**src/design/ubxd_pkg.sv**
```systemverilog
`default_nettype none

package ubxd_pkg;

    localparam int BYTE_W     = 8;
    localparam int SKIP_W     = 32;
    localparam int BODY_W     = 17;
    localparam int HDR_IDX_W  = 2;
    localparam int STATUS_W   = 2;

    localparam logic [BYTE_W-1:0] SYNC_FIRST  = 8'hB5;
    localparam logic [BYTE_W-1:0] SYNC_SECOND = 8'h62;

    // header byte positions
    localparam logic [HDR_IDX_W-1:0] HDR_LEN_LOW  = 2'd2;
    localparam logic [HDR_IDX_W-1:0] HDR_LEN_HIGH = 2'd3;

    localparam logic [BODY_W-1:0] CHECKSUM_BYTES = 17'd2;

    // status codes
    localparam logic [STATUS_W-1:0] STATUS_BUSY      = 2'd0;
    localparam logic [STATUS_W-1:0] STATUS_COMPLETE  = 2'd1;
    localparam logic [STATUS_W-1:0] STATUS_TRUNCATED = 2'd2;
    localparam logic [STATUS_W-1:0] STATUS_CLEAN_END = 2'd3;

    typedef struct packed {
        logic [BYTE_W-1:0]   out_byte;
        logic                out_valid;
        logic                frame_start;
        logic                frame_last;
        logic [SKIP_W-1:0]   discarded_count;
        logic [STATUS_W-1:0] status;
    } result_t;

endpackage

`default_nettype wire

```
**src/design/ubxd_core.sv**
```systemverilog
`default_nettype none

// Sync hunt and frame tracking; result is combinational from state and byte
module ubxd_core import ubxd_pkg::*;
(
    input  wire logic              clk,
    input  wire logic              rst_n,
    input  wire logic              step,
    input  wire logic [BYTE_W-1:0] rx_byte,
    input  wire logic              stream_end,
    output result_t                res
);

    typedef enum logic [1:0] {
        PH_SEEK   = 2'd0,
        PH_SYNC1  = 2'd1,
        PH_HEADER = 2'd2,
        PH_BODY   = 2'd3
    } phase_t;

    phase_t               phase_reg,          phase_next;
    logic [HDR_IDX_W-1:0] header_index_reg,   header_index_next;
    logic [BYTE_W-1:0]    length_low_reg,     length_low_next;
    logic [BODY_W-1:0]    body_remaining_reg, body_remaining_next;
    logic [SKIP_W-1:0]    skip_count_reg,     skip_count_next;

    logic [SKIP_W-1:0] skip_plus1;
    logic [SKIP_W-1:0] skip_plus2;

    // saturating skip increments
    always_comb
    begin
        skip_plus1 = (&skip_count_reg) ? skip_count_reg : skip_count_reg + 1'b1;
        skip_plus2 = (&skip_count_reg[SKIP_W-1:1]) ? {SKIP_W{1'b1}}
                                                   : skip_count_reg + 2'd2;
    end

    // next state and result
    always_comb
    begin
        phase_next          = phase_reg;
        header_index_next   = header_index_reg;
        length_low_next     = length_low_reg;
        body_remaining_next = body_remaining_reg;
        skip_count_next     = skip_count_reg;
        res                 = '0;
        res.status          = STATUS_BUSY;

        if (stream_end)
        begin
            res.status          = (phase_reg == PH_SEEK) ? STATUS_CLEAN_END
                                                         : STATUS_TRUNCATED;
            phase_next          = PH_SEEK;
            header_index_next   = '0;
            length_low_next     = '0;
            body_remaining_next = '0;
            skip_count_next     = '0;
        end
        else
        begin
            case (phase_reg)
                PH_SEEK:
                begin
                    if (rx_byte == SYNC_FIRST)
                        phase_next = PH_SYNC1;
                    else
                        skip_count_next = skip_plus1;
                end
                PH_SYNC1:
                begin
                    if (rx_byte == SYNC_SECOND)
                    begin
                        res.frame_start     = 1'b1;
                        res.discarded_count = skip_count_reg;
                        skip_count_next     = '0;
                        header_index_next   = '0;
                        phase_next          = PH_HEADER;
                    end
                    else if (rx_byte == SYNC_FIRST)
                    begin
                        // held sync byte skipped, new one kept
                        skip_count_next = skip_plus1;
                    end
                    else
                    begin
                        skip_count_next = skip_plus2;
                        phase_next      = PH_SEEK;
                    end
                end
                PH_HEADER:
                begin
                    res.out_byte  = rx_byte;
                    res.out_valid = 1'b1;
                    if (header_index_reg == HDR_LEN_LOW)
                        length_low_next = rx_byte;
                    if (header_index_reg == HDR_LEN_HIGH)
                    begin
                        body_remaining_next = {1'b0, rx_byte, length_low_reg}
                                              + CHECKSUM_BYTES;
                        header_index_next   = '0;
                        phase_next          = PH_BODY;
                    end
                    else
                    begin
                        header_index_next = header_index_reg + 1'b1;
                    end
                end
                PH_BODY:
                begin
                    res.out_byte  = rx_byte;
                    res.out_valid = 1'b1;
                    if (body_remaining_reg <= BODY_W'(1))
                    begin
                        res.frame_last      = 1'b1;
                        res.status          = STATUS_COMPLETE;
                        phase_next          = PH_SEEK;
                        header_index_next   = '0;
                        length_low_next     = '0;
                        body_remaining_next = '0;
                        skip_count_next     = '0;
                    end
                    else
                    begin
                        body_remaining_next = body_remaining_reg - 1'b1;
                    end
                end
                default:
                begin
                    phase_next = PH_SEEK;
                end
            endcase
        end
    end

    // state registers
    always_ff @(posedge clk or negedge rst_n)
    begin
        if (!rst_n)
        begin
            phase_reg          <= PH_SEEK;
            header_index_reg   <= '0;
            length_low_reg     <= '0;
            body_remaining_reg <= '0;
            skip_count_reg     <= '0;
        end
        else if (step)
        begin
            phase_reg          <= phase_next;
            header_index_reg   <= header_index_next;
            length_low_reg     <= length_low_next;
            body_remaining_reg <= body_remaining_next;
            skip_count_reg     <= skip_count_next;
        end
    end

    // checks
    a_start_enters_header: assert property (@(posedge clk) disable iff (!rst_n)
        step && res.frame_start |=> phase_reg == PH_HEADER && skip_count_reg == '0)
        else $error("sync pair did not enter header phase");

    a_last_is_complete: assert property (@(posedge clk) disable iff (!rst_n)
        step && res.frame_last |=> phase_reg == PH_SEEK && body_remaining_reg == '0)
        else $error("frame end did not restart hunt");

    a_body_count_idle: assert property (@(posedge clk) disable iff (!rst_n)
        phase_reg != PH_BODY |-> body_remaining_reg == '0)
        else $error("body count live outside body phase");

    a_body_count_live: assert property (@(posedge clk) disable iff (!rst_n)
        phase_reg == PH_BODY |-> body_remaining_reg != '0)
        else $error("body phase with nothing due");

endmodule

`default_nettype wire

```
**config.mk**
```make
export PLATFORM = sky130hd
export DESIGN_NAME = ubxd_core
export DESIGN_NICKNAME = d
export VERILOG_FILES = /design/src/design/ubxd_pkg.sv /design/src/design/ubxd_core.sv
export SDC_FILE = /design/constraint.sdc
export NUM_CORES = 1
export LEC_CHECK = 0
export ABC_AREA = 1
export BUFFER_PORTS_ARGS = -buffer_cell sky130_fd_sc_hd__buf_2
export CORE_ASPECT_RATIO = 1.1
export CORE_MARGIN = 1
export CORE_UTILIZATION = 50
export DETAILED_ROUTE_END_ITERATION = 10
export PLACE_DENSITY_LB_ADDON = 0.12
export SYNTH_ARGS = -nofsm -noshare
export SYNTH_HDL_FRONTEND = slang
export SYNTH_SLANG_ARGS = --single-unit
```
**constraint.sdc**
```tcl
create_clock -name clk -period 2.8 [get_ports clk]
set_input_delay 0 -clock clk [delete_from_list [all_inputs] [get_ports clk]]
set_output_delay 0 -clock clk [all_outputs]
set_load 0.1 [all_outputs]
```
* Yosys cells after proc, flatten, opt, wreduce, memory -nomap -nowiden *
Cells that the tools add are included.

word-level totals
  output and inout port bits = 45
  input bits = 12
  logic and storage cells = 76
  flip-flop bits (word level) = 61

cells by class
  reductions and logical operators = 12
  magnitude comparators = 1
  equal/unequal tests = 14
  multiplexer cells = 39
  $add $sub $neg = 5

operators with widths
  kind                                                             count
  2-to-1 mux 32 bit                                                9
  one-hot mux 32 bit (3 select lines)                              1
  2-to-1 mux 17 bit                                                3
  2-to-1 mux 43 bit                                                1
  one-hot mux 17 bit (2 select lines)                              1
  adder 32 x 1 -> 32 bit, second input constant                    1
  adder 32 x 2 -> 32 bit, second input constant                    1
  AND reduction 32 bit                                             1
  AND reduction 31 bit                                             1
  2-to-1 mux 8 bit                                                 3
  2-to-1 mux 2 bit                                                 10
  adder 16 x 2 -> 17 bit, second input constant                    1
  less-or-equal comparator 17 x 1 -> 1 bit, second input constant  1
  subtractor 17 x 1 -> 17 bit, second input constant               1
  one-hot mux 8 bit (2 select lines)                               1
  != test 3 bit, second input constant                             5
  AND reduction 4 bit                                              3
  2-to-1 mux 9 bit                                                 1
  equality test 2 bit, second input constant                       4
  equality test 8 x 7 -> 1 bit, second input constant              1
  equality test 8 bit, second input constant                       1
  one-hot mux 2 bit (4 select lines)                               1
  nonzero test 4 bit                                               2
  2-to-1 mux 1 bit                                                 7
  other kinds (10)                                                 10

* Longest topological paths before layout *
  word-level depth = 6
  gate-level depth with buffers = 13
  depth with buffers taken out = 12

* Worst setup path after synthesis *
Ideal clock, no wire load.

  path type = flip-flop to output port
  start point = register phase_reg[1]
  end point = output port res[10] (netlist name)
  path slack = -1.017 ns
  arrival time = 3.817 ns
  cell stages (with the launch flop) = 8
  cell sequence = dfrtp_1 > inv_1 > ha_1 > nand2_1 > nor2_1 > inv_1 > clkbuf_1 > nor2_1

RTL lines
  item                      RTL line          RTL
  start: declaration        ubxd_core.sv:21   phase_t phase_reg, phase_next;
  start signal: assignment  ubxd_core.sv:148  phase_reg <= phase_next;
  end: declaration          ubxd_core.sv:11   output result_t res

==> impl_metrics.json <==
{
  "crit_family": "buffers and inverters",
  "slew_viol_final": 0,
  "cap_viol_max_count": 0,
  "netlist_instances": 1011,
  "finalWirelength_um": 18000,
  "synth_nets": 1034,
  "ys_seq_elements": 61,
  "netlist_area_um2": 5950,
  "yosysMostFrequentCell": "nand2_1",
  "vias": 6477,
  "final_cells": 1222,
  "grt_max_degree": 62,
  "hold_violations": 0,
  "dieArea_um2": 12300,
  "dpl.hpwl_um": 13100,
  "viasPerCell": 5.30,
  "pre_cts_slack_ps": 352,
  "cts_setup_buffers": 0,
  "cts_tree": "yes",
  "grt_pass1_wl_um": 29600,
  "largest_reg_flops": 32,
  "status": "completed",
  "leakagePower_nw": 3.37,
  "criticalPathCategory": "primary input to primary output",
  "synth-warning-count": 0,
  "synth_cell_types": 33,
  "die_h_um": 116,
  "fp.dieW_um": 106,
  "setup_viol": 0,
  "grt_overflow": 0,
  "yosysTopAreaCell": "dfrtp_1",
  "placed_cells": 1199,
  "rsz0062_at_grt": "no",
  "critical-path-max-stage-delay_ps": 540,
  "ys_top_cells_by_count": "nand2_1, nor2_1, nand3_1",
  "clock.fmax_mhz": 392,
  "route.antenna.remaining_nets": 0,
  "gp_congestion": 0.989,
  "htreeDepth": 3,
  "clock-sinks": 61,
  "fill_cells": 1166,
  "clk-insertion-delay-late_ps": 350,
  "drive_above_1_share": 0.166,
  "syn2layout_area_growth_pct": 16.7,
  "core_area_um2": 11500,
  "cts_made_buffers": 9,
  "wire_per_inst_um": 14.8,
  "slew_headroom": 0.320,
  "dr.pass1.iters": 5,
  "synth_top_area_share": 0.257,
  "cts_root_buf": "clkbuf_16",
  "endpoint_kind": "primary output",
  "vdd_drop_max_mv": 0.574,
  "clk_pin_slew_ps": 60,
  "arrival_ps": 2550,
  "grtUsageTotal": 0.308,
  "ys.flop_type": "dfrtp_1",
  "hold_path.class": "primary input to flip-flop",
  "ys_async_sr_fraction": 1.00,
  "worst-endpoint-required_ps": 2800,
  "synth.avg_cell_area_um2": 5.88,
  "drcViolationCount": 0,
  "period_share": 0.911,
  "portBuffers": 56,
  "drtIter0Drc": 438,
  "start_kind": "primary input",
  "antenna_cells": 0,
  "path_buf_inv": 7,
  "p_per_area_nw_per_um2": 924,
  "layout_min_cycle_time_ps": 2550,
  "fp-row-count": 41,
  "fin_nets": 1091,
  "clk_path_buf_depth": 2,
  "slowest_stage": "dlygate4sd3_1",
  "synth_edf_count": 0,
  "start_util": 0.515,
  "synth_top_cells_by_area": "dfrtp_1, nand2_1, nand3_1",
  "antenna_found_initial": 0,
  "ioPinCount": 57,
  "clock_skew_ps": 8.42,
  "grt_pass1_vias": 6111,
  "worst_slack_ps": 250,
  "ys_seq_area_frac": 0.257,
  "cp_max_fo": 22,
  "worstMarginPinSlew_ps": 1020,
  "cp_cell_sequence": "dlygate4sd3_1 -> buf_2 -> inv_1 -> nand3_1 -> nor2_4 -> inv_1 -> nor2_2 -> inv_2 -> buf_4 -> nor2_4 -> buf_2"
}
-- worst paths after layout --
| kind | startpoint | endpoint | slack, ps | depth (start not counted) |
|---|---|---|---|---|
| min reg2reg | header_index_reg[1] | header_index_reg[1] | 520 | 2 |
| min | rx_byte[0] | length_low_reg[0] | 30 | 3 |
| min in group asynchronous | rst_n | skip_count_reg[4] | 360 | 3 |
| max | rx_byte[4] | res[25] | 250 | 11 |
| max in group asynchronous | rst_n | length_low_reg[7] | 1820 | 3 |
| max reg2reg | skip_count_reg[0] | skip_count_reg[1] | 330 | 10 |
-- stage by stage --
step                      power, mW  instance area (um^2)  setup TNS (ps)  hold WS (ps)   util
after floorplan                4.33                  6160           -4400          -296      -
after global placement         5.11                  6550               0           244  0.567
after CTS                      6.40                  6940               0          20.1  0.602
final                          6.42                  6940               0          29.9  0.602
after global routing           6.92                  6940               0          37.5  0.602
after detailed placement       5.13                  6550               0           247  0.567
-- routing by layer --
| metal | share of wire | up-vias | track usage | routed length (um) |
|---|---|---|---|---|
| li1 | - | 3297 | - | - |
| met1 | 0.41 | 2950 | 0.352 | 7350 |
| met2 | 0.51 | 183 | 0.573 | 9270 |
| met3 | 0.042 | 47 | 0.0329 | 757 |
| met4 | 0.037 | 0 | 0.158 | 672 |
| met5 | 0 | - | 0 | 0 |
-- tightest hold or removal path: stages --
cell and delay [ps]:
buf_2 140, nand3_1 100, o21ai_0 80
-- final cells by class --
cell class | instances | area [um^2] | share of cell area
Clock buffer | 11 | 243 | 0.0350
Clock inverter | 4 | 72.6 | 0.0105
Sequential cell | 61 | 1530 | 0.220
Tap cell | 150 | 188 | 0.0270
Multi-Input combinational cell | 818 | 4090 | 0.588
Timing Repair Buffer | 75 | 443 | 0.0638
Inverter | 103 | 387 | 0.0557
-- cells in the final DEF, fill, tap and decap left out, types with 11 or more instances in the layout --
master     n
nand3_1  140
nor2_1   115
nand2_1  344
o21ai_0   54
nand2_2   18
dfrtp_1   61
nor2_4    34
buf_4     11
nor2_2    31
buf_2     56
xor2_1    26
ha_1      11
inv_1     98
-- logic make-up after synthesis --
logic type	after synthesis	share of synthesized area
AO/OA/AOI/OAI	69	0.0610
XOR/XNOR	32	0.0471
adder cells (fa/ha/maj)	11	0.0231
buffers and inverters	132	0.0930
flip-flops	61	0.257
AND/OR/NAND/NOR	706	0.519
-- repair_timing --
item / 4_1_cts / 5_1_grt
setup endpoints to repair: 0 / 0
hold buffers: 8 / 0
hold endpoints to repair: 68 / 0
resized for setup: 0 / 0
-- power by group --
group          internal, mW  switching (mW)
combinational          1.09            2.28
sequential             1.24           0.566
clock                 0.798           0.447
total                  3.13            3.29
Note: power is estimated with default switching activity, not from simulation.
